### src/design/wcs_pkg.sv
package wcs_pkg;

   localparam int SLOTS    = 4;
   localparam int COUNT_W  = 16;
   localparam int PROB_W   = 16;
   localparam int CSR_W    = 3;
   localparam int CSR_RESET_VAL = 4;
   localparam int MIN_ACTIVE = 2;

   localparam int WEIGHT_W = COUNT_W + PROB_W;
   localparam int CUM_W    = WEIGHT_W + $clog2(SLOTS);
   localparam int PROD_W   = CUM_W + PROB_W;
   localparam int PSUM_W   = PROB_W + $clog2(SLOTS);
   localparam int IDX_W    = $clog2(SLOTS);
   localparam int ACT_W    = $clog2(SLOTS + 1);

   localparam int IN_BITS    = SLOTS * COUNT_W + SLOTS * PROB_W;
   localparam int REQ_DATA_W = ((IN_BITS + 7) / 8) * 8;
   localparam int RSP_DATA_W = ((IDX_W + 7) / 8) * 8;

   localparam int PROB_BASE = SLOTS * COUNT_W;
   localparam int RAND_BASE = SLOTS * COUNT_W + (SLOTS - 1) * PROB_W;

   localparam logic [PROB_W-1:0] PROB_ONE = {PROB_W{1'b1}};

   typedef logic [COUNT_W-1:0]  count_type;
   typedef logic [PROB_W-1:0]   prob_type;
   typedef logic [WEIGHT_W-1:0] weight_type;
   typedef logic [CUM_W-1:0]    cum_type;
   typedef logic [PROD_W-1:0]   prod_type;
   typedef logic [IDX_W-1:0]    idx_type;

   // what the pick stage needs besides the per-lane sums and nonzero flags
   typedef struct packed {
      cum_type  total;
      prob_type rand_frac;
   } pick_ctl_type;

endpackage

### src/design/wcs_lane.sv
module wcs_lane (
   input  logic              clock,
   input  logic              load,
   input  logic              soft_on,
   input  wcs_pkg::count_type count,
   input  wcs_pkg::prob_type  prob,
   output wcs_pkg::weight_type weight_ff
);
   import wcs_pkg::*;

   weight_type weight_in;

   always_comb begin
      if (soft_on) begin
         weight_in = WEIGHT_W'(prob) * WEIGHT_W'(count);
      end else begin
         weight_in = WEIGHT_W'(count);
      end
   end

   always_ff @(posedge clock) begin
      if (load) begin
         weight_ff <= weight_in;
      end
   end

endmodule

### config.mk
export PLATFORM = sky130hd
export DESIGN_NAME = wcs_lane
export DESIGN_NICKNAME = d
export VERILOG_FILES = /design/src/design/wcs_pkg.sv /design/src/design/wcs_lane.sv
export SDC_FILE = /design/constraint.sdc
export NUM_CORES = 1
export LEC_CHECK = 0
export ABC_CLOCK_PERIOD_IN_PS = 8400
export BUFFER_PORTS_ARGS = -buffer_cell sky130_fd_sc_hd__buf_2
export CAP_MARGIN = 40
export CORE_MARGIN = 5
export CORE_UTILIZATION = 25
export CTS_CLUSTER_DIAMETER = 150
export DETAILED_ROUTE_END_ITERATION = 7
export SYNTH_ARGS = -nofsm -noshare
export SYNTH_HDL_FRONTEND = slang
export SYNTH_SLANG_ARGS = --single-unit
### constraint.sdc
create_clock -name clock -period 8.4 [get_ports clock]
set_clock_uncertainty 0.05 [all_clocks]
set_input_delay 1.68 -clock clock [delete_from_list [all_inputs] [get_ports clock]]
set_output_delay 1.68 -clock clock [all_outputs]
set_load 0.05 [all_outputs]
---- Yosys cells after proc, flatten, opt, wreduce, memory -nomap -nowiden ----
Cells that the tools add are included.
storage, ports and cells
  register bits ........................... 32
  input bits .............................. 35
  logic and storage cells ................. 4
operators by class
  multiply operators ...................... 1
  muxes and demuxes ....................... 1
operators by type and width
  cell                          number
  multiplier 16 x 16 -> 32 bit  1
  2-to-1 mux 16 bit             1

---- Longest topological paths before layout ----
  depth after elaboration ................. 2
  gate-level depth with buffers ........... 23
  gate-level depth less buffers ........... 20

---- Worst setup path after synthesis ----
Ideal clock, no wire load.
  path type ............................... input -> register
  start ................................... input count[9]
  end ..................................... register weight_ff[31], data pin
  cell stages on the path ................. 20
  path buffers ............................ 3
  library setup time ...................... 0.265 ns
  arrival ................................. 6.835 ns
  required time ........................... 8.085 ns
  slack ................................... 1.249 ns
  cells stage by stage .................... clkbuf_1 > clkbuf_1 > nand2_1 > fa_1 > fa_1 > inv_1 > fa_1 > fa_1 > fa_1 > inv_1 > fa_1 > inv_1 > ha_1 > clkbuf_1 > nand2_1 > nor3_1 > and2_1 > nand4_1 > and4b_1 > or3_1
on the way
  word-level cells in the longest chain between the ends .. 1
RTL lines
  item                          line            RTL
  start, declared               wcs_lane.sv:5   input wcs_pkg::count_type count,
  multiplier 16 x 16 -> 32 bit  wcs_lane.sv:15  weight_in = WEIGHT_W'(prob) * WEIGHT_W'(count);
  end signal, assigned          wcs_lane.sv:23  weight_ff <= weight_in;
  end, declared                 wcs_lane.sv:7   output wcs_pkg::weight_type weight_ff
No other way between the ends.
A chain may end at the register's enable or synchronous reset.

---- Worst setup path after layout ----
  start ................................... input count[2]
  end ..................................... register weight_ff[31], data pin
The elaborated chain is that of the path after synthesis.

==> impl_metrics.py <==
metrics = {
    "final_layout": {
        "largest-register": "weight_ff",
        "drive_above_1_share": 0.0884,
        "largest_reg_flops": 32,
        "nNetsFinal": 1429,
        "area_growth_pct": 9.88,
        "design_area_um2": 10800,
        "final_core_util": 0.279,
        "antenna_cells": 0,
        "top_regs": "weight_ff (32)",
    },
    "synth": {
        "synth_edf_count": 32,
        "synth-async-reset-ratio": 0,
        "syn-num-nets": 1400,
        "yosys.cell_count.top_type": "inv_1",
        "synthTopCellsByCount": "inv_1, fa_1, nand2_1",
        "yosysTopAreaCellShare": 0.394,
        "yosysWarnings": 0,
        "yosys.area.top_type": "fa_1",
        "synthesis.area_um2": 9870,
        "yosys_register_bits": 32,
        "synth_cell_types": 49,
        "synth_area_leaders": "fa_1, ha_1, edfxtp_1",
        "syn_area_per_cell_um2": 9.25,
        "syn_inst": 1067,
        "synthFlopType": "edfxtp_1",
        "yosysSeqAreaShare": 0.0974,
    },
    "clock_network": {
        "cts_tree": "built",
        "cts.path.max_buffers": 2,
        "clock_sinks": 32,
        "ctsHoldBuffers": 0,
        "post_cts_buffers": 0,
        "root_buffer": "clkbuf_16",
        "htree_num_levels": 2,
        "cts_resized": 0,
        "clk_pin_slew_ns": 0.05,
        "numCtsBuffers": 5,
    },
    "global_routing": {
        "track_usage": 0.113,
        "first_global_vias": 7650,
        "overflow": 0,
        "use_met3": 0.0163,
        "gr-usage-met1": 0.158,
        "use_met2": 0.189,
        "antenna_found_initial": 0,
        "grt_pass1_wl_um": 40500,
        "gr-max-usage-layer": "met2",
        "grt_max_degree": 42,
    },
    "route": {
        "dr.pass1.iters": 5,
        "drc_errors": 0,
        "avgViaCountPerCell": 4.47,
        "wl_per_cell_um": 15.2,
        "wl_um": 24500,
        "drt_iter0_markers": 424,
        "vias": 7217,
        "drtAntennaViolNets": 0,
    },
    "critical_path": {
        "worst_setup_path_end_kind": "flip-flop",
        "path_cells": "buf_2 > nand2_1 > fa_1 > fa_1 > fa_1 > fa_1 > inv_1 > fa_1 > inv_1 > fa_1 > inv_1 > ha_1 > nand2_1 > a21oi_1 > nand3_1 > o21ai_2 > nand4_1 > and4b_1 > or3_1",
        "worst-path-max-fanout": 17,
        "arrival_ns": 7.26,
        "crit_path_start": "count[2]",
        "cpPeakStageDelay_ns": 0.57,
        "cp_common_cell": "fa_1",
        "crit_type": "primary input to flip-flop",
        "critPathSlowestCell": "fa_1",
        "startpoint_type": "primary input",
        "cp.required_ns": 8.37,
    },
    "worst_hold_path": {
        "hold_class": "primary input to flip-flop",
        "hp-start": "count[0]",
        "hold_depth": 2,
    },
    "placement": {
        "gp_congestion": 0.865,
        "dp_hpwl_um": 19800,
        "place_area_um2": 10700,
        "io_buffers": 66,
    },
    "floorplan": {
        "die_y_um": 209,
        "io_pins": 67,
        "die_area_um2": 43500,
        "die_w_um": 209,
        "start_util": 0.254,
        "row_count": 72,
        "core_region_area_um2": 38800,
    },
    "sta": {
        "period_needed_ns": 7.28,
        "setup_viol": 0,
        "whs_ns": 1.92,
        "max_slew_margin": 0.497,
        "max_freq_mhz": 137,
        "timing.final.crit_share": 0.867,
        "worst_pin_slew_ns": 0.755,
        "rsz0062_at_grt": "false",
        "hold_violations": 0,
        "fin_tns_setup_ns": 0,
        "slew_violations": 0,
    },
    "job": {
        "drv_cap": 0,
    },
    "run_status": {
        "status": "complete, no violations",
    },
}
routing by layer:
layer,up-vias,routed length (um)
met3,28,1110
met4,0,329
met5,-,0
met1,3681,11200
met2,186,11900
li1,3322,-
placed cells by master (no fill, tap or decap), types with 6 or more instances in the layout:
cell      netlist  routed
inv_1         227     227
fa_1          194     194
nand2_1       158     158
and2_1        134     134
ha_1          104     104
buf_2           2      66
edfxtp_1       32      32
a21oi_1        30      30
xnor2_1        17      17
mux2_2         15      15
nor2_1         13      13
a21o_1         11      11
o21ai_0        11      11
nand4_1         9       9
xor2_1          6       6
nand2b_1        6       6
worst paths after layout:
check and to:
max weight_ff[31]$_SDFFCE_PN0P_, min weight_ff[0]$_DFFE_PP_
layout make-up:
class	count	area, um^2
Clock buffer	6	129
Clock inverter	2	35.0
Fill cell	4124	28000
Inverter	227	852
Multi-Input combinational cell	764	7890
Sequential cell	32	961
Tap cell	518	648
Timing Repair Buffer	66	330
worst max-delay path: cells and delay by family:
| family | cells | cell delay, ns |
|---|---|---|
| compound gates | 2 | 0.53 |
| fa+ha+maj | 7 | 3.44 |
| buf+inv | 4 | 0.51 |
| simple gates | 6 | 1.09 |
metrics by stage:
stage	std cells	worst slack, ns
after floorplan	1067	1.25
after detailed placement	1607	0.856
after global routing	1615	0.830
final	1615	1.12
after global placement	1607	0.877
after CTS	1615	1.16
logic make-up (layout without fill, tap and decap cells):
logic type      after synthesis  after routing  share of synthesized area
xor+xnor                     23             23                     0.0204
simple gates                342            342                      0.174
mux                          19             19                     0.0212
compound gates               82             82                     0.0579
buf+inv                     271            301                      0.103
flops                        32             32                     0.0974
fa+ha+maj                   298            298                      0.525
Power is left out: the tool's default activity adds up to more than one toggle a clock period on the data nets, which glitch-free logic cannot reach.
