## src/design/wcs_pkg.sv

```systemverilog
package wcs_pkg;

   localparam int SLOTS    = 4;
   localparam int COUNT_W  = 16;
   localparam int PROB_W   = 16;
   localparam int CSR_W    = 3;
   localparam int CSR_RESET_VAL = 4;
   localparam int MIN_ACTIVE = 2;

   localparam int WEIGHT_W = COUNT_W + PROB_W;
   localparam int CUM_W    = WEIGHT_W + $clog2(SLOTS);
   localparam int PROD_W   = CUM_W + PROB_W;
   localparam int PSUM_W   = PROB_W + $clog2(SLOTS);
   localparam int IDX_W    = $clog2(SLOTS);
   localparam int ACT_W    = $clog2(SLOTS + 1);

   localparam int IN_BITS    = SLOTS * COUNT_W + SLOTS * PROB_W;
   localparam int REQ_DATA_W = ((IN_BITS + 7) / 8) * 8;
   localparam int RSP_DATA_W = ((IDX_W + 7) / 8) * 8;

   localparam int PROB_BASE = SLOTS * COUNT_W;
   localparam int RAND_BASE = SLOTS * COUNT_W + (SLOTS - 1) * PROB_W;

   localparam logic [PROB_W-1:0] PROB_ONE = {PROB_W{1'b1}};

   typedef logic [COUNT_W-1:0]  count_type;
   typedef logic [PROB_W-1:0]   prob_type;
   typedef logic [WEIGHT_W-1:0] weight_type;
   typedef logic [CUM_W-1:0]    cum_type;
   typedef logic [PROD_W-1:0]   prod_type;
   typedef logic [IDX_W-1:0]    idx_type;

   // what the pick stage needs besides the per-lane sums and nonzero flags
   typedef struct packed {
      cum_type  total;
      prob_type rand_frac;
   } pick_ctl_type;

endpackage

```

## src/design/wcs_pick.sv

```systemverilog
module wcs_pick (
   input  logic                     clock,
   input  logic                     load,
   input  wcs_pkg::cum_type [wcs_pkg::SLOTS-1:0] cum,
   input  logic [wcs_pkg::SLOTS-1:0] nonzero,
   input  wcs_pkg::pick_ctl_type    ctl,
   output wcs_pkg::idx_type         chosen_ff,
   output logic                     found_ff
);
   import wcs_pkg::*;

   prod_type            target;
   prod_type            lhs [SLOTS];
   logic [SLOTS-1:0]    hit;
   idx_type             chosen_in;
   logic                found_in;

   assign target = PROD_W'(ctl.total) * PROD_W'(ctl.rand_frac);

   always_comb begin
      for (int i = 0; i < SLOTS; i++) begin
         // cum * 65535 as a shift and subtract
         lhs[i] = {cum[i], {PROB_W{1'b0}}} - PROD_W'(cum[i]);
         hit[i] = nonzero[i] && (lhs[i] >= target);
      end
   end

   always_comb begin
      chosen_in = '0;
      found_in  = 1'b0;
      for (int i = SLOTS - 1; i >= 0; i--) begin
         if (hit[i]) begin
            chosen_in = IDX_W'(i);
            found_in  = 1'b1;
         end
      end
   end

   always_ff @(posedge clock) begin
      if (load) begin
         chosen_ff <= chosen_in;
         found_ff  <= found_in;
      end
   end

endmodule

```

## config.mk

```make
export PLATFORM = sky130hd
export DESIGN_NAME = wcs_pick
export DESIGN_NICKNAME = d
export VERILOG_FILES = /design/src/design/wcs_pkg.sv /design/src/design/wcs_pick.sv
export SDC_FILE = /design/constraint.sdc
export NUM_CORES = 2
export LEC_CHECK = 0
export BUFFER_PORTS_ARGS = -buffer_cell sky130_fd_sc_hd__buf_2
export CORE_MARGIN = 5
export CORE_UTILIZATION = 50
export CTS_CLUSTER_DIAMETER = 120
export DETAILED_ROUTE_END_ITERATION = 10
export PLACE_DENSITY_LB_ADDON = 0.08
export SKIP_LAST_GASP = 1
export SYNTH_ARGS = -nofsm -noshare
export SYNTH_HDL_FRONTEND = slang
export SYNTH_SLANG_ARGS = --single-unit
```

## constraint.sdc

```tcl
create_clock -name clock -period 10.7 [get_ports clock]
set_input_delay 2.14 -clock clock [delete_from_list [all_inputs] [get_ports clock]]
set_output_delay 2.14 -clock clock [all_outputs]
set_load 0.03 [all_outputs]
```

* Word-level counts from Yosys, hierarchy flattened
Cells that the tools add are included.
** Cells by class
- Add/subtract/negate cells :: 4
- Multiplexer cells :: 4
- Reductions and logical operators :: 6
- Magnitude comparators :: 4
- $mul :: 1
** Operator list (count)
- $ge A50 B50 Y1 :: 4
- $sub A50 B34 Y50 :: 4
- $mul A34 B16 Y50 :: 1
- $logic_and A1 B1 Y1 :: 4
- $mux W2 :: 2
- $reduce_or A3 Y1 :: 1
- $mux W1 :: 2
- $reduce_or A2 Y1 :: 1
** Storage, ports and cells
- Register bits after elaboration :: 3
- Logic and storage cells :: 22
- Input bits :: 192

* Longest topological paths before layout
- Word-level depth :: 6
- Gate-level depth with buffers :: 41
- Mapped depth without buffers :: 40

* Worst setup path after synthesis
OpenSTA, ideal clock, no wires.
- Kind :: input to register
- Start point :: in ctl[24] in the netlist's numbering
- End point :: reg chosen_ff[1], data pin
- Cell stages on the path :: 32
- Library setup time :: 0.255 ns
- Data required time :: 10.445 ns
- Data arrival time :: 10.116 ns
- Slack :: 0.329 ns
- Cell sequence :: clkbuf_1 nand2_1 fa_1 fa_1 fa_1 inv_1 fa_1 fa_1 inv_1 fa_1 inv_1 ha_1 a21o_1 a21o_1 a21o_1 a21o_1 o211a_1 or3_1 a21boi_0 nor2_1 o311ai_0 ha_1 nand4_1 nor4_1 a221oi_1 o21ai_0 maj3_1 a21oi_1 o311a_1 o311ai_1 nor2b_1 and2_1
** On the way
- Longest elaborated chain between the ends :: 5
- Elaborated cells between the ends (all ways) :: 12
** Ends and longest elaborated chain
- start, declared :: line wcs_pick.sv:6 : input wcs_pkg::pick_ctl_type ctl,
- $mul A34 B16 Y50 (*) :: line wcs_pick.sv:18 : assign target = PROD_W'(ctl.total) * PROD_W'(ctl.rand_frac);
- $ge A50 B50 Y1 :: line wcs_pick.sv:24 : hit[i] = nonzero[i] && (lhs[i] >= target);
- $logic_and A1 B1 Y1 :: line wcs_pick.sv:24
- $mux W2 (2 in series) :: line wcs_pick.sv:32 : if (hit[i]) begin
- end signal, assigned :: line wcs_pick.sv:41 : chosen_ff <= chosen_in;
- end, declared :: line wcs_pick.sv:7 : output wcs_pkg::idx_type chosen_ff,
Mark *: on every way between the ends. The rest lies on a longest branch, timed or not.
A chain may end at the register's enable or synchronous reset.

* Worst setup path after layout
- Start point :: in ctl[5] in the netlist's numbering
- End point :: reg chosen_ff[0], data pin
** On the way
- Longest elaborated chain between the ends :: 6
- Elaborated cells between the ends (all ways) :: 12
** Ends and longest elaborated chain (line)
- $mul A34 B16 Y50 (*) :: wcs_pick.sv:18
- $ge A50 B50 Y1 :: wcs_pick.sv:24
- $logic_and A1 B1 Y1 :: wcs_pick.sv:24
- $mux W2 (2 in series) :: wcs_pick.sv:32
- $mux W1 :: wcs_pick.sv:32
Marked as above.

==> results_tabular.tex <==
\begin{tabular}{lr}
\hline
Metric & Value \\
\hline
\multicolumn{2}{l}{\textbf{Min path}} \\
Hold/Removal Path Class & primary input to flop \\
\multicolumn{2}{l}{\textbf{Synthesis}} \\
Synth Register Bits & 3 \\
Dominant cells by area after synthesis & fa\_1 33\%, ha\_1 18\%, inv\_1 7.4\%, nand2\_1 6.0\%, xnor2\_1 5.5\% \\
Leading area contributor after synthesis & fa\_1 \\
Yosys synthesis warning count & 0 \\
Sequential cell area fraction in the yosys report & 0.00332 \\
Top-count cell post-synth & inv\_1 \\
Proportion of register bits with asynchronous set or reset after synthesis & 0 \\
Summed instance area of the synthesized netlist & 0.0272 mm2 \\
Cells after synthesis & 3325 \\
Synth top area share & 0.329 \\
Top post-synthesis cells by count & 535 x inv\_1, 446 x fa\_1, 435 x nand2\_1 \\
Flip-flop cell with the highest count after synthesis & edfxtp\_1 \\
Syn Nets & 4349 \\
Number of unique standard cell types used by synthesis & 80 \\
Per-instance average area after synthesis & 8.17 um2 \\
Number of enable-type register cells in the synthesized netlist & 3 \\
\multicolumn{2}{l}{\textbf{Worst setup path}} \\
Kind of end point of the critical path & flop \\
Highest net fanout along the worst path & 7 \\
Endpoint arrival time on the critical path & 10.32 ns \\
Longest individual stage delay on the worst path & 0.61 ns \\
Most common cell on crit path & fa\_1 \\
Nature of the critical path startpoint & primary input \\
CP Class & primary input to flop \\
Required time of the critical path & 10.66 ns \\
Slowest cell on crit path & fa\_1 \\
\multicolumn{2}{l}{\textbf{Global routing}} \\
GRT Residual Overflow & 0 \\
Wire length of the first global-routing pass & 144000 um \\
Antenna violations before repair & 0 \\
Maximum number of pins on one net before global-route repair & 28 \\
Vias in the first global route & 25800 \\
Overall fraction of global-route tracks in use & 0.301 \\
\multicolumn{2}{l}{\textbf{Clocking}} \\
Maximum clock path buffer count & 2 \\
Hold bufs inserted after CTS & 0 \\
Post-CTS clock slew at the launch and capture registers of the worst setup and hold paths & 0.03 ns \\
Sink count of the clock tree & 3 \\
Clock buffer count from CTS & 3 \\
TritonCTS clock tree & built \\
Clock tree root buffer cell & clkbuf\_16 \\
Level count of the clock H-tree & 1 \\
\multicolumn{2}{l}{\textbf{Cells and area}} \\
Combined flip-flop and latch cell area & 90.1 um2 \\
Final core utilization & 0.565 \\
Design area & 0.0304 mm2 \\
Area of the multi-input gates & 0.0249 mm2 \\
Ratio of cells with drive above 1 in the final layout & 0.122 \\
Post-layout net count & 4632 \\
Layout overhead on the synthesized area & 11.9\% \\
Fillcell total & 5044 \\
\multicolumn{2}{l}{\textbf{Run status}} \\
Outcome & complete, no violations \\
\multicolumn{2}{l}{\textbf{Drt}} \\
Count of routing violations after the opening detailed-route iteration & 1525 \\
Detailed-route vias per instance & 5.70 \\
Remaining design rule violation count & 0 \\
Remaining number of nets flagged by the antenna check after routing & 0 \\
Detail-routed net length per standard cell & 20.9 um \\
Detailed Routing Iterations Pass 1 & 5 \\
Vias & 24600 \\
Final WL & 89800 um \\
\multicolumn{2}{l}{\textbf{Placed design}} \\
Total half-perimeter wirelength after legalization and detailed placement & 79900 um \\
Number of port buffers & 194 \\
Global placer's final weighted congestion & 1.03 \\
Placed Area & 0.0300 mm2 \\
\multicolumn{2}{l}{\textbf{STA}} \\
Fin. Hold Viols & 0 \\
Post-route clock period utilization & 0.968 \\
Top achievable clock speed & 96.6 MHz \\
Slew of the pin with the lowest slew margin & 1.09 ns \\
Minimum period implied by the final worst setup slack & 10.36 ns \\
Max Transition Viols Final & 0 \\
Final Setup Violations & 0 \\
Worst Hold Slack & 2.24 ns \\
Headroom to the max-slew limit & 0.271 \\
\multicolumn{2}{l}{\textbf{Floorplanning}} \\
Floorplan row count & 85 \\
Placeable Area & 0.0538 mm2 \\
Count of boundary I/O pins & 195 \\
Initial cell density of the core & 0.505 \\
Chip height & 243 um \\
Die ar. & 0.0591 mm2 \\
Horizontal extent of the die & 243 um \\
\multicolumn{2}{l}{\textbf{Flow run}} \\
Max Cap Violations & 0 \\
\hline
\end{tabular}
state kept, by name (all words and copies together) (netlist names):
| signal | cells |
|---|---|
| chosen_ff | 2 |
| found_ff | 1 |
cells in the final DEF (no fill, tap or decap), types with 5 or more instances in the layout:
| cell | n |
|---|---|
| inv_1 | 534 |
| fa_1 | 440 |
| nand2_1 | 435 |
| ha_1 | 385 |
| and2_1 | 220 |
| buf_2 | 188 |
| xnor2_1 | 166 |
| buf_4 | 163 |
| a21oi_1 | 147 |
| nor2_1 | 135 |
| a21o_1 | 118 |
| o21ai_0 | 94 |
| xor2_1 | 57 |
| nor3_1 | 54 |
| nand4_1 | 48 |
| nand3_1 | 47 |
| nor4_1 | 30 |
| o21bai_1 | 24 |
| a31oi_1 | 24 |
| nand2b_1 | 21 |
| nor2b_1 | 17 |
| a211oi_1 | 16 |
| or3_1 | 16 |
| o21a_1 | 15 |
| and3_1 | 14 |
| o21ai_1 | 14 |
| o211ai_1 | 9 |
| a21oi_2 | 8 |
| or4_1 | 8 |
| a2111oi_0 | 7 |
| buf_12 | 7 |
| or2_2 | 6 |
| nand3b_1 | 6 |
| and4_1 | 6 |
| fa_2 | 6 |
| nor3b_1 | 5 |
| a211o_1 | 5 |
| clkbuf_16 | 5 |
area by class of cell:
cell class	instances	share of cell area
well taps	696	0.0287
repair buffers	364	0.0787
inverters	535	0.0661
clock buffers	4	0.00259
diodes	1	0.0000824
multi-input cells	2701	0.821
flip-flops and latches	3	0.00296
path summary, 6_finish.rpt:
kind,from,to,slack (ns),depth (start not counted)
max,ctl[5],chosen_ff[0],0.34,38
min,load,chosen_ff[1],2.24,1
metrics by stage:
stage               setup slack, ns  setup TNS, ns  std cells
floorplan                     0.329              0       3325
global placement             -0.169         -0.449       4290
detailed placement           -0.259         -0.659       4290
CTS                          0.0125              0       4294
global route                -0.0301        -0.0355       4303
finish                        0.343              0       4304
cells by family after synthesis:
logic type	count (synthesis)	synth area share
simple gates	1093	0.199
flops	3	0.00332
compound gates	546	0.131
buf+inv	621	0.0859
fa+ha+maj	834	0.507
xor+xnor	228	0.0735
critical path: cells and delay by family:
| kind | cells | cell delay [ns] |
|---|---|---|
| AOI/OAI and AO/OA | 13 | 2.21 |
| xor gates and xnor gates | 1 | 0.16 |
| adders and majority gates | 8 | 3.65 |
| buffers and inverters | 7 | 0.74 |
| and+or+nand+nor | 9 | 1.45 |
routing by layer:
layer,global-route usage,vias to the layer above,wire (um)
li1,-,11500,-
met1,0.417,12100,38900
met2,0.502,858,41900
met3,0.0278,168,5450
met4,0.0943,0,3570
met5,0,-,0
repair_timing:
action / 4_1_cts / 5_1_grt
pin swaps: 0 / 24
gates cloned: 0 / 2
gates resized for setup: 1 / 68
setup endpoints to repair: 3 / 3
buffers inserted: 0 / 8
Power is left out: the tool's default activity adds up to more than one toggle a clock period on the data nets, which glitch-free logic cannot reach.
